File: config.mk
export PLATFORM = sky130hd
export DESIGN_NAME = cmwa_ram
export DESIGN_NICKNAME = d
export VERILOG_FILES = /design/src/sv/column_melt_wipe_addresser_assert.svh /design/src/sv/cmwa_ram.sv
export SDC_FILE = /design/constraint.sdc
export NUM_CORES = 1
export LEC_CHECK = 0
export ABC_AREA = 0
export BUFFER_PORTS_ARGS = -buffer_cell sky130_fd_sc_hd__buf_4
export CORE_MARGIN = 4
export CORE_UTILIZATION = 60
export DETAILED_ROUTE_END_ITERATION = 10
export GPL_TIMING_DRIVEN = 0
export HOLD_SLACK_MARGIN = 0.1
export PLACE_DENSITY = 0.9
export SKIP_LAST_GASP = 1
export SYNTH_ARGS = -nofsm -noshare
export SYNTH_HDL_FRONTEND = slang
export SYNTH_SLANG_ARGS = --single-unit
File: constraint.sdc
create_clock -name clock -period 5.47 [get_ports clock]
set_input_delay 1.094 -clock clock [delete_from_list [all_inputs] [get_ports clock]]
set_output_delay 1.094 -clock clock [all_outputs]
set_load 0.005 [all_outputs]
File: src/sv/column_melt_wipe_addresser_assert.svh
// Assertion macros for the column melt wipe addresser.
// Depends on nothing; included by the modules that carry assertions.
`ifndef COLUMN_MELT_WIPE_ADDRESSER_ASSERT_SVH
`define COLUMN_MELT_WIPE_ADDRESSER_ASSERT_SVH

// Same-cycle implication, disabled while reset is high.
`define CMWA_ASSERT_NOW(label, clk, rst, ante, cons, msg) \
   label: assert property (@(posedge clk) disable iff (rst) (ante) |-> (cons)) \
      else $error(msg);

// Next-cycle implication, disabled while reset is high.
`define CMWA_ASSERT_NEXT(label, clk, rst, ante, cons, msg) \
   label: assert property (@(posedge clk) disable iff (rst) (ante) |=> (cons)) \
      else $error(msg);

`endif

File: src/sv/cmwa_ram.sv
// Generic simple dual-port RAM with one write port and a registered read port.
// Depends on nothing.
module cmwa_ram #(
   parameter int WIDTH = 8,
   parameter int DEPTH = 16
) (
   input  logic                     clock,
   input  logic                     wr_en,
   input  logic [$clog2(DEPTH)-1:0] wr_addr,
   input  logic [WIDTH-1:0]         wr_data,
   input  logic [$clog2(DEPTH)-1:0] rd_addr,
   output logic [WIDTH-1:0]         rd_data
);

   logic [WIDTH-1:0] mem_ff [DEPTH];
   logic [WIDTH-1:0] rd_data_ff;

   // Write and registered read.
   always_ff @(posedge clock) begin
      if (wr_en) begin
         mem_ff[wr_addr] <= wr_data;
      end
      rd_data_ff <= mem_ff[rd_addr];
   end

   assign rd_data = rd_data_ff;

endmodule

==> Flow_metrics.wiki <==
{| class="wikitable"
! Metric !! Value
|-
| Total Negative Setup Slacks || 0 ps
|-
| Result of the run || finished, final reports clean
|-
| Starting density of the core || 62.02%
|-
| Crit path DAT || roughly 2800 ps
|-
| Area growth from synthesis to layout || 17.28%
|-
| Setup Viol. Count Final || 0
|-
| Initial antenna violation count || 0
|-
| Floorplan die area || 10,130 um2
|-
| Setup repair after global routing missed its margin || no
|-
| Combined area of all synthesized cells || 5147 um2
|-
| Number of sinks on the clock net || 136
|-
| Total Nets Final || 290
|-
| Die Y-Extent || roughly 100 um
|-
| Grt ovf || 0
|-
| Portion of netlist area occupied by mux cells || 15.02%
|-
| Clock network latency to the later pin of the worst-skew pair || just over 500 ps
|-
| Most frequent standard cell in the layout excluding fill and tap cells || edfxtp_1
|-
| # IOs || 26
|-
| Number of violations reported at the end of detailed-routing iteration 0 || 316
|-
| Global-route met3 utilization || 4.844%
|-
| Cts repair resizes || 0
|-
| Buffers added on ports || 24
|-
| Placed cells || between 300 and 400
|-
| Detailed-router iteration count before antenna repair || 4
|-
| Maximum clock frequency || around 0.37 GHz
|-
| Largest fanout of any net on the critical path || 8
|-
| Overall die width || 100.6 um
|-
| Number of antenna repair diodes || 0
|-
| Fraction of synthesized cell area in xor and xnor cells || 0%
|-
| Total Wirelength || around 11,000 um
|-
| Number of distinct library cells after synthesis || 19
|-
| Core Area || between 8000 and 9000 um2
|-
| Hold/Removal Path Class || register to register
|-
| Final critical delay including setup and external delays || 2719 ps
|-
| Worst VDD drop || 335.1 uV
|-
| GRT met2 Usage || 40.61%
|-
| Critical setup path kind || input port to register
|-
| Kind of start point of the critical path || input port
|-
| Post-detailed-route DRC marker count || 0
|-
| Simple-gate portion of the synthesized area || 3.184%
|-
| Clock input transition at the sequential cells of the worst setup and hold paths || about 70 ps
|-
| Element type at the critical path end || register
|-
| Max Transition Viols Final || 0
|-
| Via density || 6.641
|-
| Wire length of the first global-routing pass || ~17,000 um
|-
| Fraction of synthesized cell area taken by the top area cell type || 74.67%
|-
| Post-Synthesis Net Count || 247
|-
| Post-CTS Setup Bufs || 0
|-
| Worst slew slack as a fraction of its limit || around 5.1%
|-
| Row cnt || 33
|-
| Met1 track demand over resource || 32.35%
|-
| Routability-driven placement congestion ratio || 0.7525
|-
| Synth area leaders || edfxtp_1, mux4_2, mux4_1
|-
| Number of hold buffers added after CTS || 0
|-
| Most used routing layer || met2
|-
| Adder and majority gate portion of the synthesized area || 0%
|-
| Power per cell area || 396.5 nW/um2
|-
| Worst Max-Slew Pin Slew || around 1400 ps
|-
| Buffer levels on the longest clock path || 2
|-
| Clk root buf || clkbuf_8
|-
| Ratio of cells with drive above 1 in the final layout || around 29%
|-
| Largest net degree at the start of global routing || 17
|-
| Worst Skew || 12.98 ps
|-
| Number of synthesis warnings || 0
|-
| Worst Path Required || about 5600 ps
|-
| Main combinational cell family by area after synthesis || multiplexers
|-
| Register bit count reported by yosys || 136
|-
| Average wire length per cell after detail routing || 28.86 um
|-
| Cells after Synth || 229
|-
| Area leader, netlist || edfxtp_1
|-
| Vias in the first global route || 2,666
|-
| Number of CTS-inserted buffers || 17
|-
| HPWL after DPL || between 6000 and 7000 um
|-
| Max cap viols || 0
|-
| Total number of H-tree levels || 4
|-
| Share of the synthesized area in compound gates (AO/OA/AOI/OAI) || 2.333%
|-
| Post-Syn Area per Cell || 22.48 um2
|-
| Post-route non-filler standard cell count || 390
|-
| Hold Violations, Final || 0
|-
| Most frequent cells in the layout || edfxtp_1, buf_4, mux4_2
|-
| Static leakage || 2.025 nW
|-
| Count of nets left with antenna violations after detail routing || 0
|-
| Fraction of the cycle the final worst path needs || 49.71%
|-
| Clock tree from TritonCTS || done
|-
| Share of synthesized area occupied by flip-flops and latches || between 70 and 80%
|-
| Combined global-route utilization of all metal layers || 24.77%
|-
| Number of vias in the routed layout || 2,590
|}
## kinds of logic (layout without fill, tap and decap cells)
logic type      after synthesis  in the layout
mux                          32             32
buf+inv                      10             66
flops                       136            136
simple gates                 35             35
compound gates               16             16
## final timing paths
kind,startpoint,endpoint,slack (ps),cells after the start
max,wr_addr[2],mem_ff[0][1]$_DFFE_PP_,2750,3
min reg2reg,mem_ff[11][2]$_DFFE_PP_,rd_data[2]$_DFF_P_,690,3
max reg2reg,mem_ff[5][0]$_DFFE_PP_,rd_data[0]$_DFF_P_,4020,3
min,mem_ff[11][2]$_DFFE_PP_,rd_data[2]$_DFF_P_,690,3
## synth_stat cells
library cell,instances
and2_1,1
a22oi_1,16
edfxtp_1,128
mux4_2,18
nor2b_1,1
buf_6,3
nand3b_1,2
mux4_1,14
nor2_1,13
buf_2,3
buf_4,1
and2b_1,1
dfxtp_1,8
nand2_1,9
or3b_2,1
nand3_1,1
nand2b_1,2
nor3_1,4
clkdlybuf4s25_2,3
## critical path: stages
cell and delay (ps):
buf_4 120, or3b_2 520, nor3_1 1090
## registers in the layout, summed over array words and instances (netlist names)
register,count
mem_ff,128
rd_data,8
## cell type report
class	instances	area (um2)
buffer	10	86.33
clock buffer	19	431.7
clock inverter	13	146.4
fill	448	2262
multi-input combinational	83	1057
sequential	136	4004
tap	105	131.4
timing repair buffer	24	180.2
## through the flow
stage / power [mW] / setup slack [ps] / hold slack [ps] / utilization [%] / cell area (um2)
after floorplan: 1.251 / 2883 / 629.3 / - / 5147
after global placement: 1.301 / 2400 / 655.1 / 65.78 / 5459
after detailed placement: 1.311 / 2345 / 667.2 / 65.78 / 5459
after CTS: 2.401 / 2839 / 692.1 / 72.74 / 6037
after global routing: 2.457 / 2751 / 716.8 / 72.74 / 6037
final: 2.394 / 2751 / 689.5 / 72.74 / 6037
## metal layers
layer / up-vias / part of all wire [%]
li1: 1060 / -
met1: 1339 / 37
met2: 161 / 51
met3: 30 / 8.7
met4: 0 / 3.3
met5: - / 0
## report_power, final
group          switching (mW)  internal [mW]
sequential            0.00748           1.17
clock                   0.436          0.664
combinational          0.0677         0.0532
(Power assumes the default switching activity.)
