===== config.mk =====
export PLATFORM = sky130hd
export DESIGN_NAME = cmwa_seeder
export DESIGN_NICKNAME = d
export VERILOG_FILES = /design/src/sv/column_melt_wipe_addresser_assert.svh /design/src/sv/cmwa_pkg.sv /design/src/sv/cmwa_seeder.sv
export SDC_FILE = /design/constraint.sdc
export NUM_CORES = 1
export LEC_CHECK = 0
export BUFFER_PORTS_ARGS = -buffer_cell sky130_fd_sc_hd__buf_2
export CAP_MARGIN = 20
export CORE_MARGIN = 2
export CORE_UTILIZATION = 40
export DETAILED_ROUTE_END_ITERATION = 12
export GPL_TIMING_DRIVEN = 0
export PLACE_DENSITY = 0.6
export SLEW_MARGIN = 0
export SYNTH_ARGS = -nofsm -noshare
export SYNTH_HDL_FRONTEND = slang
export SYNTH_SLANG_ARGS = --single-unit

===== constraint.sdc =====
create_clock -name clock -period 8.2 [get_ports clock]
set_input_delay 0 -clock clock [delete_from_list [all_inputs] [get_ports clock]]
set_output_delay 0 -clock clock [all_outputs]
set_load 0.01 [all_outputs]

===== src/sv/column_melt_wipe_addresser_assert.svh =====
// Assertion macros for the column melt wipe addresser.
// Depends on nothing; included by the modules that carry assertions.
`ifndef COLUMN_MELT_WIPE_ADDRESSER_ASSERT_SVH
`define COLUMN_MELT_WIPE_ADDRESSER_ASSERT_SVH

// Same-cycle implication, disabled while reset is high.
`define CMWA_ASSERT_NOW(label, clk, rst, ante, cons, msg) \
   label: assert property (@(posedge clk) disable iff (rst) (ante) |-> (cons)) \
      else $error(msg);

// Next-cycle implication, disabled while reset is high.
`define CMWA_ASSERT_NEXT(label, clk, rst, ante, cons, msg) \
   label: assert property (@(posedge clk) disable iff (rst) (ante) |=> (cons)) \
      else $error(msg);

`endif


===== src/sv/cmwa_pkg.sv =====
// Shared constants, payload types and arithmetic helpers of the column melt wipe addresser.
// Depends on nothing; the cell, seeder, top level and testbench use it by scoped names.
package cmwa_pkg;

   // Screen geometry.
   localparam int NUM_COLUMNS = 160;
   localparam int SCREEN_ROWS = 200;
   localparam int COL_AW      = $clog2(NUM_COLUMNS);
   localparam int OFFSET_W    = 10;
   localparam int DROP_STEP   = SCREEN_ROWS / 16;

   // Generator constants.
   localparam logic [31:0] LCG_MUL    = 32'd214013;
   localparam logic [31:0] LCG_ADD    = 32'd2531011;
   localparam logic [31:0] SEED_RESET = 32'd12345;
   // Reciprocal of three scaled by 2^16, exact for 15-bit operands.
   localparam logic [14:0] RECIP_3    = 15'd21846;

   // Opcodes.
   localparam logic OP_TICK  = 1'b0;
   localparam logic OP_QUERY = 1'b1;

   typedef logic signed [OFFSET_W-1:0] offset_type;
   typedef logic signed [4:0]          start_type;

   typedef struct packed {
      logic       opcode;
      logic [7:0] column;
      logic [7:0] row;
   } req_type;

   typedef struct packed {
      logic       done_res;
      logic       from_end;
      logic [7:0] source_row;
   } rsp_type;

   // Sequencer controls for the start value generator.
   typedef struct packed {
      logic load;
      logic fresh;
      logic first;
   } seed_ctl_type;

   // One step of the linear congruential generator.
   function automatic logic [31:0] lcg_step(logic [31:0] s);
      logic [31:0] prod;
      prod = s * LCG_MUL;
      return prod + LCG_ADD;
   endfunction

   // Remainder by three through a reciprocal multiply.
   function automatic logic [1:0] mod3(logic [14:0] x);
      logic [29:0] prod;
      logic [13:0] q;
      logic [16:0] r;
      prod = x * RECIP_3;
      q    = prod[29:16];
      r    = 17'(x) - (17'(q) + 17'({q, 1'b0}));
      return r[1:0];
   endfunction

   // One frame of motion for a single column offset.
   function automatic offset_type advance_offset(offset_type v);
      offset_type r;
      if (v < 0) begin
         r = v + offset_type'(1);
      end else if (v < offset_type'(16)) begin
         r = v + v + offset_type'(1);
      end else if (v < offset_type'(SCREEN_ROWS)) begin
         if ((offset_type'(SCREEN_ROWS) - v) < offset_type'(DROP_STEP)) begin
            r = offset_type'(SCREEN_ROWS);
         end else begin
            r = v + offset_type'(DROP_STEP);
         end
      end else begin
         r = v;
      end
      return r;
   endfunction

   // True once a column has fallen the whole screen.
   function automatic logic reached(offset_type v);
      return v >= offset_type'(SCREEN_ROWS);
   endfunction

endpackage


===== src/sv/cmwa_seeder.sv =====
// Start value generator: the generator state and the random walk of column pair offsets.
// Depends on cmwa_pkg.
module cmwa_seeder (
   input  logic                   clock,
   input  logic                   reset,
   input  cmwa_pkg::seed_ctl_type ctl,
   input  logic [31:0]            seed,
   output cmwa_pkg::start_type    start_value
);

   logic [31:0]         lcg_ff;
   cmwa_pkg::start_type prev_ff;
   logic [14:0]         rand_w;
   logic [1:0]          rem_w;
   logic signed [5:0]   sum_w;
   cmwa_pkg::start_type first_w;
   cmwa_pkg::start_type walk_w;

   // Random value drawn from the current generator state.
   assign rand_w  = lcg_ff[30:16];
   assign rem_w   = cmwa_pkg::mod3(rand_w);
   assign first_w = cmwa_pkg::start_type'(0) - cmwa_pkg::start_type'({1'b0, lcg_ff[19:16]});

   // Walk from the previous pair by minus one, zero or plus one, kept within -15..0.
   assign sum_w = $signed({prev_ff[4], prev_ff}) + $signed({4'b0, rem_w}) - 6'sd1;

   always_comb begin
      if (sum_w < -6'sd15) begin
         walk_w = -5'sd15;
      end else if (sum_w > 6'sd0) begin
         walk_w = 5'sd0;
      end else begin
         walk_w = cmwa_pkg::start_type'(sum_w);
      end
   end

   // A new value opens each pair; the second column of a pair repeats it.
   assign start_value = ctl.fresh ? (ctl.first ? first_w : walk_w) : prev_ff;

   // Generator steps once per pair, reloaded from the seed at each wipe start.
   always_ff @(posedge clock) begin
      if (reset) begin
         lcg_ff <= cmwa_pkg::SEED_RESET;
      end else if (ctl.load) begin
         lcg_ff <= cmwa_pkg::lcg_step(seed);
      end else if (ctl.fresh) begin
         lcg_ff  <= cmwa_pkg::lcg_step(lcg_ff);
         prev_ff <= start_value;
      end
   end

endmodule


==> flow_metrics.env, run 1 <==
export IMPL_cpMaxStageDelayCell="fa_1"
export IMPL_seqCellArea_sq_um=803.3
export IMPL_fin_util_pct=43.36
export IMPL_antenna_found_initial=0
export IMPL_nets=2780
export IMPL_synth_edff_count=5
export IMPL_synth_seq_cells=36
export IMPL_antenna_left=0
export IMPL_cts_tree="built"
export IMPL_drc=0
export IMPL_crit_family="adder cells"
export IMPL_clk_pin_slew_ns=0.06
export IMPL_max_cap_viol_count=0
export IMPL_synthTopCellsByArea="fa_1, ha_1, inv_1, xnor2_1, dfxtp_1"
export IMPL_hpwl_um=38900
export IMPL_clk_path_buf_depth=2
export IMPL_synth_nets=2707
export IMPL_multiInputGateArea_sq_um=15390
export IMPL_grt_pass1_wl_um=72120
export IMPL_path_class="reg -> out"
export IMPL_cts_root_buf="clkbuf_16"
export IMPL_routedWlPerCell_um=16.53
export IMPL_critical_path_n_buffers_inverters=8
export IMPL_die_x_um=220.1
export IMPL_placedInstanceArea_sq_um=19640
export IMPL_netlist_area_sq_um=18690
export IMPL_critPathLaunchType="flop"
export IMPL_slew_violations=0
export IMPL_crit_cells=35
export IMPL_start_util_pct=40.31
export IMPL_clock_sinks=36
export IMPL_io_buffers=39
export IMPL_dieArea_sq_um=48460
export IMPL_die_y_um=220.1
export IMPL_ff2ff_path_depth=35
export IMPL_crit_start="lcg_ff[20]"
export IMPL_fp_coreArea_sq_um=46360
export IMPL_synth_flop_cell="dfxtp_1"
export IMPL_status="complete, no violations"
export IMPL_setup_ws_ns=0.3299
export IMPL_hp_start="reset"
export IMPL_fin_worst_skew_ns=0.005143
export IMPL_synthCells=1967
export IMPL_period_minus_slack_ns=7.870
export IMPL_area_delta_synth_final_pct=7.560
export IMPL_postCtsHoldBufs=0
export IMPL_drt_iter0_markers=554
export IMPL_hold_violations=0
export IMPL_worst_pin_slew_ns=0.8028
export IMPL_grt_total_usage_pct=19.12
export IMPL_fillCellCount=4510
export IMPL_clock_fmax_ghz=0.1271
export IMPL_drt_pass1_iter_count=7
export IMPL_avgSynthCellArea_sq_um=9.500
export IMPL_cp_data_required_time_ns=8.20
export IMPL_yosysMostFrequentCell="inv_1"
export IMPL_synth_top_area_cell="fa_1"
export IMPL_htreeDepth=2
export IMPL_worstHoldPathCells=3
export IMPL_synthTopCellsByCount="inv_1, fa_1, ha_1"
export IMPL_vias=12750
export IMPL_numCtsBuffers=5
export IMPL_cp_arrival_ns=7.87
export IMPL_insertion_delay_ns=0.30
export IMPL_hold_slack_ns=0.09634
export IMPL_slew_headroom_pct=46.41
export IMPL_yosysWarningCount=0
export IMPL_totalWireLength_um=43770
export IMPL_reg2reg_from="lcg_ff[20]"
export IMPL_cp_end_kind="output pin"
export IMPL_synth_distinct_cells=66
export IMPL_max_stage_delay_ns=0.53
export IMPL_async_flop_share_pct=0
export IMPL_antenna_cells=0
export IMPL_timing_final_crit_share_pct=95.98
export IMPL_dp_slack_ns=-0.3421
export IMPL_cp_max_fo=8
export IMPL_vias_per_cell=4.815
export IMPL_ioPinCount=42
export IMPL_setup_violations=0
export IMPL_min_path_type="in -> reg"
export IMPL_yosysSeqAreaShare_pct=4.125
export IMPL_grt_pass1_vias=13960
export IMPL_gp_congestion=0.8903
export IMPL_rows=79
export IMPL_final_area_sq_um=20100
export IMPL_yosys_area_top_type_share_pct=42.75
export IMPL_drive_gt1_share_pct=5.096
export IMPL_grt_max_degree=14
export IMPL_cpMostUsedCell="inv_1"
export IMPL_overflow=0
## per-layer routing
| metal | vias to the layer above | share of wire (%) | GRT usage, % |
|---|---|---|---|
| met4 | 0 | 1.8 | 4.161 |
| met3 | 39 | 4.1 | 1.553 |
| li1 | 6131 | - | - |
| met2 | 255 | 49 | 33.19 |
| met5 | - | 0 | 0 |
| met1 | 6326 | 45 | 26.13 |
## worst min-delay path, stage by stage
cell,delay [ns]
buf_2,0.11
clkinv_1,0.17
nand2_1,0.07
## sequential cells by signal (all words and copies together), names as in the netlist
register  cells
lcg_ff       31
prev_ff       5
## layout by cell type (no fill, tap or decap), types with 4 or more instances in the layout
cell | netlist | layout
inv_1 | 669 | 669
fa_1 | 399 | 398
ha_1 | 304 | 297
xnor2_1 | 77 | 76
a21oi_1 | 71 | 70
nand2_1 | 49 | 49
nor2_1 | 42 | 42
buf_2 | 2 | 42
xor2_1 | 36 | 36
a21o_1 | 34 | 34
o21ai_0 | 27 | 27
buf_4 | 0 | 27
dfxtp_1 | 31 | 21
nand3_1 | 19 | 19
a211oi_1 | 18 | 18
clkbuf_1 | 15 | 14
o211ai_1 | 13 | 13
nor2b_1 | 12 | 12
mux2i_1 | 9 | 9
a31oi_1 | 9 | 9
or3_1 | 9 | 9
nand2b_1 | 8 | 8
and3_1 | 8 | 8
nor3_1 | 8 | 8
dfxtp_4 | 0 | 8
nand4_1 | 7 | 7
a221oi_1 | 7 | 7
o21bai_1 | 6 | 6
clkbuf_16 | 0 | 5
edfxtp_1 | 5 | 5
o21a_1 | 4 | 4
buf_1 | 4 | 4
o21ai_1 | 4 | 4
o31ai_1 | 4 | 4
ha_4 | 0 | 4
## stage by stage
| stage | std cells | setup TNS (ns) |
|---|---|---|
| finish | 2648 | 0 |
| CTS | 2624 | 0 |
| global route | 2648 | -0.02876 |
| global placement | 2613 | -0.9519 |
| floorplan | 1967 | 0 |
| detailed placement | 2613 | -0.8903 |
## final timing paths
check                                 endpoint  slack, ns
worst max-delay path            start_value[1]       0.33
worst min register to register      lcg_ff[19]       0.64
worst min-delay path                 lcg_ff[5]        0.1
worst max register to register      prev_ff[1]       0.53
## layout make-up
type | count | share of cell area, %
plain buffers | 20 | 0.3860
clock buffers | 5 | 0.6225
clock inverters | 3 | 0.1058
inverters | 672 | 12.55
multi-input cells | 1238 | 76.56
flip-flops and latches | 36 | 3.997
well taps | 607 | 3.779
repair buffers | 67 | 2.004
## logic make-up after synthesis
family / share of synthesized area, %
AND/OR/NAND/NOR: 4.834
XOR/XNOR: 5.296
adder cells (fa/ha/maj): 63.10
multiplexers: 0.5424
flip-flops: 4.125
buffers and inverters: 13.93
AO/OA/AOI/OAI: 8.169
## repair_timing
item,4_1_cts,5_1_grt
hold endpoints to repair,0,0
pin swaps,0,6
buffers inserted,4,24
setup endpoints to repair,8,6
resized for setup,14,20
Power of run 1 is left out: the tool's default activity adds up to more than one toggle a clock period on the data nets, which glitch-free logic cannot reach.
==> run 2, diff against run 1 <==
--- a/config.mk
+++ b/config.mk
@@ -8,10 +8,10 @@
 export BUFFER_PORTS_ARGS = -buffer_cell sky130_fd_sc_hd__buf_2
 export CAP_MARGIN = 20
 export CORE_MARGIN = 2
-export CORE_UTILIZATION = 40
+export CORE_UTILIZATION = 50
 export DETAILED_ROUTE_END_ITERATION = 12
 export GPL_TIMING_DRIVEN = 0
-export PLACE_DENSITY = 0.6
+export PLACE_DENSITY = 0.71
 export SLEW_MARGIN = 0
 export SYNTH_ARGS = -nofsm -noshare
 export SYNTH_HDL_FRONTEND = slang
==> run 2 against run 1 <==
Sequential share of layout area up 0.052 points. Fmax decreased by 0.84%. Register-to-register slack better by 0.02 ns. First-iteration DRC count increased by 25%. Die area is 20% lower. Final area shrank 1.3%. Cell count is 5.9% lower. Setup slack worse by 0.067 ns. Routed wire length down 2.4%. Via count about the same. Non-clock buffer count fell by 18.
==> flow_metrics.env, run 2 (synthesized netlist as in run 1, its figures left out) <==
export IMPL_insertion_delay_ns=0.29
export IMPL_min_path_type="in -> reg"
export IMPL_timing_final_crit_share_pct=96.79
export IMPL_critPathLaunchType="flop"
export IMPL_drive_gt1_share_pct=4.548
export IMPL_crit_start="lcg_ff[19]"
export IMPL_cp_data_required_time_ns=8.20
export IMPL_drt_iter0_markers=690
export IMPL_routedWlPerCell_um=17.15
export IMPL_postCtsHoldBufs=0
export IMPL_seqCellArea_sq_um=803.3
export IMPL_setup_ws_ns=0.2629
export IMPL_clk_pin_slew_ns=0.06
export IMPL_antenna_found_initial=0
export IMPL_multiInputGateArea_sq_um=15420
export IMPL_grt_max_degree=13
export IMPL_r2r_end="prev_ff[1]"
export IMPL_area_delta_synth_final_pct=6.167
export IMPL_clock_fmax_ghz=0.1260
export IMPL_fp_coreArea_sq_um=36700
export IMPL_cpMostUsedCell="inv_1"
export IMPL_fin_worst_skew_ns=0.007869
export IMPL_mostFrequentLayoutCell="inv_1"
export IMPL_clock_sinks=36
export IMPL_crit_path_end="start_value[1]"
export IMPL_grt_total_usage_pct=23.87
export IMPL_place_inst=2474
export IMPL_largest_reg_flops=31
export IMPL_drc=0
export IMPL_cpMaxStageDelayCell="fa_1"
export IMPL_grt_pass1_vias=14450
export IMPL_rows=70
export IMPL_ff2ff_path_depth=34
export IMPL_dp_slack_ns=-0.6114
export IMPL_worst_pin_slew_ns=0.8019
export IMPL_cp_end_kind="output pin"
export IMPL_hold_violations=0
export IMPL_dieArea_sq_um=38940
export IMPL_drt_pass1_iter_count=5
export IMPL_slew_headroom_pct=46.54
export IMPL_hpwl_um=37820
export IMPL_io_buffers=39
export IMPL_htreeDepth=2
export IMPL_max_cap_viol_count=0
export IMPL_setup_violations=0
export IMPL_ioPinCount=42
export IMPL_overflow=0
export IMPL_period_minus_slack_ns=7.937
export IMPL_cp_max_fo=4
export IMPL_fillCellCount=3276
export IMPL_vias_per_cell=5.120
export IMPL_clk_path_buf_depth=2
export IMPL_vias=12750
export IMPL_die_x_um=197.3
export IMPL_cts_root_buf="clkbuf_16"
export IMPL_stdcell_count=2491
export IMPL_reg_top3="lcg_ff x31, prev_ff x5"
export IMPL_reg2reg_from="lcg_ff[19]"
export IMPL_die_y_um=197.3
export IMPL_cp_arrival_ns=7.94
export IMPL_totalWireLength_um=42720
export IMPL_path_class="reg -> out"
export IMPL_grt_pass1_wl_um=72980
export IMPL_status="complete, no violations"
export IMPL_final_cell_mix="inv_1, fa_1, ha_1"
export IMPL_slew_violations=0
export IMPL_antenna_left=0
export IMPL_gp_congestion=0.9261
export IMPL_start_util_pct=50.92
export IMPL_cts_tree="built"
export IMPL_nets=2762
export IMPL_antenna_cells=0
export IMPL_numCtsBuffers=5
export IMPL_r2r_slack_ns=0.55
export IMPL_max_stage_delay_ns=0.55
export IMPL_registers_top_by_ff_count="lcg_ff"
run 2: cell types whose count changed in the layout (fill, tap and decap cells not counted), moves of 2 or more:
cell and delta:
xor2_1 -2, xor2_2 +2, ha_1 -3, buf_4 -18, ha_2 +2
run 2: per-stage QoR:
stage | cell area (sq um) | hold slack [ns] | setup TNS (ns) | utilization, %
after floorplan | 18690 | 0.1766 | 0 | -
after global placement | 19470 | 0.4085 | -2.391 | 53.05
after detailed placement | 19470 | 0.4101 | -2.636 | 53.05
after CTS | 19740 | 0.1053 | 0 | 53.79
after global routing | 19840 | 0.1314 | -0.02725 | 54.06
final | 19840 | 0.09514 | 0 | 54.06
run 2: repair_timing:
item	4_1_cts	5_1_grt
endpoints found under the setup margin	10	7
resized for setup	26	16
pin swaps	3	7
buffers inserted	7	3
endpoints found under the hold margin	0	0
run 2: worst min-delay path by stage:
stage / from / endpoint / cells after the start
final: reset / lcg_ff[5] / 3
after global placement: reset / lcg_ff[0] / 3
after floorplan: seed[0] / lcg_ff[0] / 3
after global routing: reset / lcg_ff[0] / 3
after CTS: reset / lcg_ff[5] / 3
after detailed placement: reset / lcg_ff[5] / 3
run 2: area by class of cell:
cell class | count | area share (%)
repair buffers | 49 | 1.381
flip-flops and latches | 36 | 4.049
clock inverters | 2 | 0.06937
plain buffers | 20 | 0.3910
well taps | 468 | 2.952
multi-input cells | 1238 | 77.74
clock buffers | 6 | 0.7001
inverters | 672 | 12.71
run 2: metal layers:
| metal | share of wire, % | up-vias | track usage, % |
|---|---|---|---|
| li1 | - | 6085 | - |
| met1 | 45 | 6336 | 32.16 |
| met2 | 49 | 264 | 41.55 |
| met3 | 3.7 | 69 | 2.134 |
| met4 | 2.2 | 0 | 6.182 |
| met5 | 0 | - | 0 |
run 2: worst max-delay path: cells and delay by family (launching register included):
| family | cells | cell delay, ns |
|---|---|---|
| adders and majority gates | 11 | 3.69 |
| xor gates and xnor gates | 6 | 1.10 |
| and+or+nand+nor | 5 | 0.97 |
| AOI/OAI and AO/OA | 5 | 0.94 |
| buffers and inverters | 8 | 0.53 |
| DFF | 1 | 0.38 |
Power of run 2 is left out for the same reason.
