File: src/sv/column_melt_wipe_addresser_assert.svh
// Assertion macros for the column melt wipe addresser.
// Depends on nothing; included by the modules that carry assertions.
`ifndef COLUMN_MELT_WIPE_ADDRESSER_ASSERT_SVH
`define COLUMN_MELT_WIPE_ADDRESSER_ASSERT_SVH

// Same-cycle implication, disabled while reset is high.
`define CMWA_ASSERT_NOW(label, clk, rst, ante, cons, msg) \
   label: assert property (@(posedge clk) disable iff (rst) (ante) |-> (cons)) \
      else $error(msg);

// Next-cycle implication, disabled while reset is high.
`define CMWA_ASSERT_NEXT(label, clk, rst, ante, cons, msg) \
   label: assert property (@(posedge clk) disable iff (rst) (ante) |=> (cons)) \
      else $error(msg);

`endif

File: src/sv/cmwa_pkg.sv
// Shared constants, payload types and arithmetic helpers of the column melt wipe addresser.
// Depends on nothing; the cell, seeder, top level and testbench use it by scoped names.
package cmwa_pkg;

   // Screen geometry.
   localparam int NUM_COLUMNS = 160;
   localparam int SCREEN_ROWS = 200;
   localparam int COL_AW      = $clog2(NUM_COLUMNS);
   localparam int OFFSET_W    = 10;
   localparam int DROP_STEP   = SCREEN_ROWS / 16;

   // Generator constants.
   localparam logic [31:0] LCG_MUL    = 32'd214013;
   localparam logic [31:0] LCG_ADD    = 32'd2531011;
   localparam logic [31:0] SEED_RESET = 32'd12345;
   // Reciprocal of three scaled by 2^16, exact for 15-bit operands.
   localparam logic [14:0] RECIP_3    = 15'd21846;

   // Opcodes.
   localparam logic OP_TICK  = 1'b0;
   localparam logic OP_QUERY = 1'b1;

   typedef logic signed [OFFSET_W-1:0] offset_type;
   typedef logic signed [4:0]          start_type;

   typedef struct packed {
      logic       opcode;
      logic [7:0] column;
      logic [7:0] row;
   } req_type;

   typedef struct packed {
      logic       done_res;
      logic       from_end;
      logic [7:0] source_row;
   } rsp_type;

   // Sequencer controls for the start value generator.
   typedef struct packed {
      logic load;
      logic fresh;
      logic first;
   } seed_ctl_type;

   // One step of the linear congruential generator.
   function automatic logic [31:0] lcg_step(logic [31:0] s);
      logic [31:0] prod;
      prod = s * LCG_MUL;
      return prod + LCG_ADD;
   endfunction

   // Remainder by three through a reciprocal multiply.
   function automatic logic [1:0] mod3(logic [14:0] x);
      logic [29:0] prod;
      logic [13:0] q;
      logic [16:0] r;
      prod = x * RECIP_3;
      q    = prod[29:16];
      r    = 17'(x) - (17'(q) + 17'({q, 1'b0}));
      return r[1:0];
   endfunction

   // One frame of motion for a single column offset.
   function automatic offset_type advance_offset(offset_type v);
      offset_type r;
      if (v < 0) begin
         r = v + offset_type'(1);
      end else if (v < offset_type'(16)) begin
         r = v + v + offset_type'(1);
      end else if (v < offset_type'(SCREEN_ROWS)) begin
         if ((offset_type'(SCREEN_ROWS) - v) < offset_type'(DROP_STEP)) begin
            r = offset_type'(SCREEN_ROWS);
         end else begin
            r = v + offset_type'(DROP_STEP);
         end
      end else begin
         r = v;
      end
      return r;
   endfunction

   // True once a column has fallen the whole screen.
   function automatic logic reached(offset_type v);
      return v >= offset_type'(SCREEN_ROWS);
   endfunction

endpackage

File: src/sv/cmwa_cell.sv
// One cell of the column chain: holds one drop offset and takes its neighbor's on a shift.
// Depends on cmwa_pkg.
module cmwa_cell (
   input  logic                 clock,
   input  logic                 reset,
   input  logic                 shift_en,
   input  cmwa_pkg::offset_type neighbor_offset,
   output cmwa_pkg::offset_type drop_offset
);

   cmwa_pkg::offset_type drop_offset_ff;

   // Offsets start at zero and move one cell per shift.
   always_ff @(posedge clock) begin
      if (reset) begin
         drop_offset_ff <= '0;
      end else if (shift_en) begin
         drop_offset_ff <= neighbor_offset;
      end
   end

   assign drop_offset = drop_offset_ff;

endmodule

File: config.mk
export PLATFORM = sky130hd
export DESIGN_NAME = cmwa_cell
export DESIGN_NICKNAME = d
export VERILOG_FILES = /design/src/sv/column_melt_wipe_addresser_assert.svh /design/src/sv/cmwa_pkg.sv /design/src/sv/cmwa_cell.sv
export SDC_FILE = /design/constraint.sdc
export NUM_CORES = 1
export LEC_CHECK = 0
export BUFFER_PORTS_ARGS = -buffer_cell sky130_fd_sc_hd__buf_2
export CORE_AREA = 2 2 39 41
export CTS_BUF_LIST = sky130_fd_sc_hd__clkbuf_8
export DETAILED_ROUTE_END_ITERATION = 6
export DIE_AREA = 0 0 41 43
export GPL_ROUTABILITY_DRIVEN = 0
export GPL_TIMING_DRIVEN = 0
export PLACE_DENSITY_LB_ADDON = 0.3
export RECOVER_POWER = 25
export SETUP_SLACK_MARGIN = 0.1
export SLEW_MARGIN = 15
export SYNTH_ARGS = -nofsm -noshare
export SYNTH_HDL_FRONTEND = slang
export SYNTH_SLANG_ARGS = --single-unit
File: constraint.sdc
create_clock -name clock -period 1 [get_ports clock]
set_input_delay 0.1 -clock clock [delete_from_list [all_inputs] [get_ports clock]]
set_output_delay 0.1 -clock clock [all_outputs]
set_load 0.05 [all_outputs]
==> flow_results.xml, run 1 <==
<?xml version="1.0" encoding="UTF-8"?>
<metrics>
  <group name="job">
    <metric name="cap_viol_max_count" unit="">0</metric>
  </group>
  <group name="synth">
    <metric name="synth_simple_gate_area_share" unit="%">10.6</metric>
    <metric name="synth_fa_ha_area_share" unit="%">0</metric>
    <metric name="synthMuxAreaShare" unit="%">28.4</metric>
    <metric name="yosys_warnings" unit="">0</metric>
    <metric name="largest_family_of_logic_cells_by_synthesized_area" unit="">multiplexers</metric>
    <metric name="syn_nets" unit="">45</metric>
    <metric name="synth-compound-area-share" unit="%">0</metric>
    <metric name="synth_seq_area_share" unit="%">56.7</metric>
    <metric name="synthXorXnorAreaFrac" unit="%">0</metric>
    <metric name="syn_inst_count" unit="">32</metric>
    <metric name="ys_types" unit="">5</metric>
    <metric name="syn-cell-area" unit="sq um">353</metric>
    <metric name="avg_synthesized_cell_area" unit="sq um">11.0</metric>
    <metric name="ys_seq_elements" unit="">10</metric>
  </group>
  <group name="global_routing">
    <metric name="grt-ovfl-total" unit="">0</metric>
    <metric name="grt_pass1_wl" unit="microns">910</metric>
    <metric name="grt_pass1_vias" unit="">229</metric>
    <metric name="grt_start_max_net_pins" unit="">11</metric>
    <metric name="grt_usage" unit="%">7.55</metric>
    <metric name="antenna_found_initial" unit="">0</metric>
  </group>
  <group name="worst_setup_path">
    <metric name="worstPathCellList" unit="">buf_4</metric>
    <metric name="crit_path_end_kind" unit="">primary output</metric>
    <metric name="crit-reg2reg-launch" unit="">drop_offset[6]</metric>
    <metric name="cp.arrival" unit="ps">750</metric>
    <metric name="timing.critical_path.buf_inv" unit="">1</metric>
    <metric name="crit_path_max_incr_delay" unit="ps">330</metric>
    <metric name="worstSetupStartpointType" unit="">flip-flop</metric>
    <metric name="worst-endpoint-required" unit="ps">900</metric>
    <metric name="critical_path.top_delay_family" unit="">flip-flops</metric>
    <metric name="peak_fanout_along_the_critical_path" unit="">2</metric>
    <metric name="critPathKind" unit="">reg -&gt; out</metric>
    <metric name="timing.critical_path.slowest_stage_cell" unit="">sky130_fd_sc_hd__dfxtp_1</metric>
    <metric name="cp-startpoint" unit="">drop_offset[6]</metric>
  </group>
  <group name="die">
    <metric name="die_width" unit="microns">41</metric>
    <metric name="std_cell_rows" unit="">14</metric>
    <metric name="io-pin-count" unit="">23</metric>
    <metric name="initial_core_util" unit="%">25.5</metric>
    <metric name="die_area" unit="sq um">1760</metric>
    <metric name="chipHeight" unit="microns">43</metric>
    <metric name="coreArea" unit="sq um">1380</metric>
  </group>
  <group name="timing">
    <metric name="clock.fmax" unit="GHz">1.17</metric>
    <metric name="clock-skew-final" unit="ps">0</metric>
    <metric name="worst_slew_margin_rel" unit="%">71.3</metric>
    <metric name="final-setup-viol-count" unit="">0</metric>
    <metric name="final_min_period_over_clock_period" unit="%">85.3</metric>
    <metric name="rsz0062_at_grt" unit="">false</metric>
    <metric name="final.min_clock_period" unit="ps">853</metric>
    <metric name="max_slew.worst_pin.slew" unit="ps">430</metric>
    <metric name="timing_max_transition_violations_final" unit="">0</metric>
    <metric name="finalSetupTns" unit="ps">0</metric>
    <metric name="hold_violations" unit="">0</metric>
  </group>
  <group name="power_and_ir_drop">
    <metric name="vdd_drop_max" unit="uV">558</metric>
    <metric name="power.sequential.fraction" unit="%">43.0</metric>
    <metric name="power.share.clock" unit="%">37.9</metric>
    <metric name="switching_share" unit="%">25.4</metric>
    <metric name="p_leak" unit="uW">0.000280</metric>
    <metric name="pwr_density_cell" unit="nW/um^2">1880</metric>
    <metric name="cellInternalPower" unit="uW">756</metric>
    <metric name="p_sw" unit="uW">258</metric>
    <metric name="power.share.combinational" unit="%">19.1</metric>
  </group>
  <group name="clock_network">
    <metric name="cts_setup_buffers" unit="">0</metric>
    <metric name="clock-root-buffer" unit="">sky130_fd_sc_hd__clkbuf_8</metric>
    <metric name="h-tree-depth" unit="">1</metric>
    <metric name="cts_inserted_buffers" unit="">3</metric>
    <metric name="worstSkewPairLatency" unit="ps">220</metric>
    <metric name="cts_sink_cnt" unit="">10</metric>
    <metric name="cts.path.max_buffers" unit="">2</metric>
    <metric name="tritoncts" unit="">yes</metric>
    <metric name="clkSlewWorstSetupHoldPaths" unit="ps">40</metric>
  </group>
  <group name="drt">
    <metric name="route.vias.total" unit="">289</metric>
    <metric name="drt-total-wl" unit="microns">654</metric>
    <metric name="drc" unit="">0</metric>
    <metric name="drt-vias-per-instance" unit="">4.07</metric>
    <metric name="postRouteAntennaNets" unit="">0</metric>
    <metric name="drt-initial-drc-count" unit="">0</metric>
    <metric name="detail_route.wl_per_cell" unit="microns">9.21</metric>
    <metric name="drt_first_pass_iters" unit="">1</metric>
  </group>
  <group name="final_layout">
    <metric name="final_cell_mix" unit="">10 x sky130_fd_sc_hd__mux2i_1, 10 x sky130_fd_sc_hd__nor2_1, 10 x sky130_fd_sc_hd__dfxtp_1, 10 x sky130_fd_sc_hd__buf_2, 10 x sky130_fd_sc_hd__buf_4</metric>
    <metric name="finish.net_count" unit="">70</metric>
    <metric name="final_layout_size_suffix_gt1_share" unit="%">43.6</metric>
    <metric name="max_reg_flops" unit="">10</metric>
    <metric name="antennaDiodeCount" unit="">0</metric>
    <metric name="area_grow_syn2layout" unit="%">52.8</metric>
    <metric name="layout.core_utilization" unit="%">39.0</metric>
  </group>
  <group name="run_status">
    <metric name="status" unit="">complete, no violations</metric>
  </group>
  <group name="place">
    <metric name="port_buffers" unit="">20</metric>
    <metric name="detailed_place_hpwl" unit="microns">487</metric>
  </group>
  <group name="hold_path">
    <metric name="hold_path.class" unit="">in -&gt; reg</metric>
    <metric name="hp-start" unit="">neighbor_offset[2]</metric>
  </group>
</metrics>
[per-stage QoR]
step	instances	hold slack, ps	worst slack [ps]	instance area, sq um	total power, uW
3_5_place_dp	68	342	313	473	623
6_report	71	112	147	539	1010
2_1_floorplan	32	247	118	353	574
4_1_cts	71	111	147	539	1030
3_3_place_gp	68	337	325	473	621
5_1_grt	71	118	115	539	1060
[power by group through the flow]
| stage | registers [uW] | clock network (uW) | logic, uW |
|---|---|---|---|
| 6_report | 435 | 384 | 194 |
| 5_1_grt | 438 | 414 | 206 |
| 4_1_cts | 435 | 401 | 196 |
| 3_5_place_dp | 441 | 0 | 182 |
| 3_3_place_gp | 440 | 0 | 181 |
| 2_1_floorplan | 525 | 0 | 49.3 |
[kinds of logic (layout without fill, tap and decap cells)]
group                  after synthesis  count (layout)
buffers and inverters                2              25
flip-flops                          10              10
multiplexers                        10              10
AND/OR/NAND/NOR                     10              10
[final timing paths]
kind                          to  slack, ps  depth (start not counted)
hold / removal    drop_offset[2]        110                          3
hold reg to reg   drop_offset[0]        490                          2
setup reg to reg  drop_offset[6]        400                          2
setup / recovery  drop_offset[6]        150                          1
[area by class of cell]
type	count	area [sq um]
Fill cell	150	845
Sequential cell	10	200
Multi-Input combinational cell	20	138
Timing Repair Buffer	20	125
Clock buffer	3	41.3
Tap cell	16	20.0
Buffer	2	15.0
[metal layers]
metal	vias to the layer above	wire, microns	track usage [%]
met5	-	0	0
met4	0	0	2.00
met3	0	47	3.14
met2	10	289	10.0
met1	128	317	11.0
li1	151	-	-
[synth_stat cells (all sizes together)]
cell    n  area [sq um]
dfxtp  10           200
mux2i  10           100
nor2   10          37.5
buf     2          15.0
[timing repair]
action,in CTS,in global routing
endpoints found under the setup margin,10,0
resized for setup,10,0
hold buffers,0,0
Note: power is estimated with default switching activity, not from simulation.
==> inputs of run 2 (changes only) <==
Settings changed: PLACE_DENSITY_LB_ADDON 0.3 to 0.12.
==> run 2 against run 1 <==
Against the previous run:
- sequential share of layout area is 1.4 points lower
- critical path type unchanged
- highest routed layer is now met4
- global-route usage is 1.8 points higher
- clock-buffer cell count is 1 higher
- sequential power hardly changed
- clock power is 27% higher
==> flow_results.xml, run 2 (synthesis gave the netlist of run 1 again) <==
<?xml version="1.0" encoding="UTF-8"?>
<metrics>
  <group name="die">
    <metric name="io-pin-count" unit="">23</metric>
    <metric name="initial_core_util" unit="%">25.5</metric>
    <metric name="std_cell_rows" unit="">14</metric>
    <metric name="coreArea" unit="sq um">1380</metric>
    <metric name="die_width" unit="microns">41</metric>
    <metric name="die_area" unit="sq um">1760</metric>
    <metric name="chipHeight" unit="microns">43</metric>
  </group>
  <group name="worst_setup_path">
    <metric name="critPathKind" unit="">reg -&gt; out</metric>
    <metric name="peak_fanout_along_the_critical_path" unit="">2</metric>
    <metric name="crit_path_end_kind" unit="">primary output</metric>
    <metric name="worst-endpoint-required" unit="ps">900</metric>
    <metric name="timing.critical_path.buf_inv" unit="">1</metric>
    <metric name="critical_path.top_delay_family" unit="">flip-flops</metric>
    <metric name="crit_path_max_incr_delay" unit="ps">320</metric>
    <metric name="timing.critical_path.slowest_stage_cell" unit="">sky130_fd_sc_hd__dfxtp_1</metric>
    <metric name="worstSetupStartpointType" unit="">flip-flop</metric>
    <metric name="worstPathCellList" unit="">buf_4</metric>
    <metric name="cp.arrival" unit="ps">750</metric>
  </group>
  <group name="final_layout">
    <metric name="final_cell_mix" unit="">10 x sky130_fd_sc_hd__mux2i_1, 10 x sky130_fd_sc_hd__nor2_1, 10 x sky130_fd_sc_hd__dfxtp_1, 10 x sky130_fd_sc_hd__buf_2, 8 x sky130_fd_sc_hd__buf_4</metric>
    <metric name="final_layout_size_suffix_gt1_share" unit="%">44.6</metric>
    <metric name="fill_cells" unit="">140</metric>
    <metric name="finish.cell_count_without_fillers" unit="">72</metric>
    <metric name="finish.net_count" unit="">70</metric>
    <metric name="antennaDiodeCount" unit="">0</metric>
    <metric name="stdcell_area" unit="sq um">561</metric>
    <metric name="max_reg_flops" unit="">10</metric>
    <metric name="area_grow_syn2layout" unit="%">58.9</metric>
  </group>
  <group name="timing">
    <metric name="final_min_period_over_clock_period" unit="%">85.1</metric>
    <metric name="max_slew.worst_pin.slew" unit="ps">438</metric>
    <metric name="rsz0062_at_grt" unit="">false</metric>
    <metric name="final.min_clock_period" unit="ps">851</metric>
    <metric name="hold_violations" unit="">0</metric>
    <metric name="worst_slew_margin_rel" unit="%">70.8</metric>
    <metric name="clock-skew-final" unit="ps">0</metric>
    <metric name="finalSetupTns" unit="ps">0</metric>
    <metric name="clock.fmax" unit="GHz">1.18</metric>
    <metric name="timing_max_transition_violations_final" unit="">0</metric>
    <metric name="final-setup-viol-count" unit="">0</metric>
  </group>
  <group name="global_routing">
    <metric name="groute.layer.met3.usage" unit="%">4.71</metric>
    <metric name="grt_pass1_wl" unit="microns">1060</metric>
    <metric name="grt_start_max_net_pins" unit="">11</metric>
    <metric name="grt_busiest_layer" unit="">met2</metric>
    <metric name="grt_usage" unit="%">9.38</metric>
    <metric name="grt-ovfl-total" unit="">0</metric>
    <metric name="met1_usage" unit="%">9.80</metric>
    <metric name="grt_pass1_vias" unit="">272</metric>
    <metric name="antenna_found_initial" unit="">0</metric>
    <metric name="globalRouteMet2Util" unit="%">14.1</metric>
  </group>
  <group name="drt">
    <metric name="drt-total-wl" unit="microns">706</metric>
    <metric name="route.vias.total" unit="">292</metric>
    <metric name="drt_first_pass_iters" unit="">4</metric>
    <metric name="postRouteAntennaNets" unit="">0</metric>
    <metric name="drc" unit="">0</metric>
    <metric name="drt-vias-per-instance" unit="">4.06</metric>
    <metric name="detail_route.wl_per_cell" unit="microns">9.81</metric>
    <metric name="drt-initial-drc-count" unit="">4</metric>
  </group>
  <group name="clock_network">
    <metric name="cts_setup_buffers" unit="">0</metric>
    <metric name="cts_sink_cnt" unit="">10</metric>
    <metric name="clkSlewWorstSetupHoldPaths" unit="ps">50</metric>
    <metric name="cts.path.max_buffers" unit="">2</metric>
    <metric name="cts_inserted_buffers" unit="">3</metric>
    <metric name="clock-root-buffer" unit="">sky130_fd_sc_hd__clkbuf_8</metric>
    <metric name="worstSkewPairLatency" unit="ps">230</metric>
    <metric name="tritoncts" unit="">yes</metric>
    <metric name="h-tree-depth" unit="">1</metric>
  </group>
  <group name="power_and_ir_drop">
    <metric name="p_sw" unit="uW">278</metric>
    <metric name="vdd_drop_max" unit="uV">1230</metric>
    <metric name="p_leak" unit="uW">0.000289</metric>
    <metric name="pwr_density_cell" unit="nW/um^2">2000</metric>
    <metric name="switching_share" unit="%">24.8</metric>
    <metric name="cellInternalPower" unit="uW">842</metric>
    <metric name="power.share.combinational" unit="%">17.6</metric>
    <metric name="power.total" unit="uW">1120</metric>
    <metric name="power.sequential.fraction" unit="%">38.9</metric>
    <metric name="power.share.clock" unit="%">43.5</metric>
  </group>
  <group name="hold_path">
    <metric name="hold_path.class" unit="">in -&gt; reg</metric>
  </group>
  <group name="place">
    <metric name="dpl.cell_count" unit="">68</metric>
    <metric name="port_buffers" unit="">20</metric>
    <metric name="cell_area_placed" unit="sq um">473</metric>
  </group>
  <group name="job">
    <metric name="cap_viol_max_count" unit="">0</metric>
  </group>
  <group name="run_status">
    <metric name="status" unit="">complete, no violations</metric>
  </group>
</metrics>
run 2: cell types whose count changed in the layout (fill, tap and decap cells not counted), sizes merged:
cell	previous run	this run
clkbuf	3	4
run 2: layout make-up:
cell class                      count  area [sq um]  area share, %
Tap cell                           16          20.0           3.57
Multi-Input combinational cell     20           138           24.6
Buffer                              2          15.0           2.68
Timing Repair Buffer               20           133           23.7
Clock buffer                        4          55.1           9.82
Sequential cell                    10           200           35.7
run 2: power by group through the flow:
| stage | registers, uW | clock network, uW | logic [uW] |
|---|---|---|---|
| 3_3_place_gp | 441 | 0 | 182 |
| 3_5_place_dp | 441 | 0 | 182 |
| 6_report | 436 | 487 | 197 |
| 5_1_grt | 437 | 539 | 210 |
| 2_1_floorplan | 525 | 0 | 49.3 |
| 4_1_cts | 435 | 507 | 196 |
run 2: repair_timing:
item | in CTS | in global routing
hold endpoints to repair | 0 | 0
hold buffers | 0 | 0
setup endpoints to repair | 10 | 2
gates resized for setup | 10 | 2
run 2: worst paths after layout:
check | startpoint | slack (ps) | cells after the start | to
min reg2reg | drop_offset[0] | 490 | 2 | drop_offset[0]
max reg2reg | drop_offset[9] | 380 | 2 | drop_offset[9]
max | drop_offset[2] | 150 | 1 | drop_offset[2]
min | neighbor_offset[4] | 100 | 3 | drop_offset[4]
run 2: stage by stage:
step / hold WS [ps] / util (%) / worst slack (ps)
2_1_floorplan: 247 / - / 118
3_3_place_gp: 338 / 34.2 / 318
3_5_place_dp: 341 / 34.2 / 302
4_1_cts: 99.9 / 40.0 / 137
5_1_grt: 120 / 40.5 / 111
6_report: 102 / 40.5 / 149
run 2: layer usage:
metal	share of wire (%)	routed length, microns
met2	44	308
met3	11	75
met5	0	0
met4	0.71	5
met1	45	317
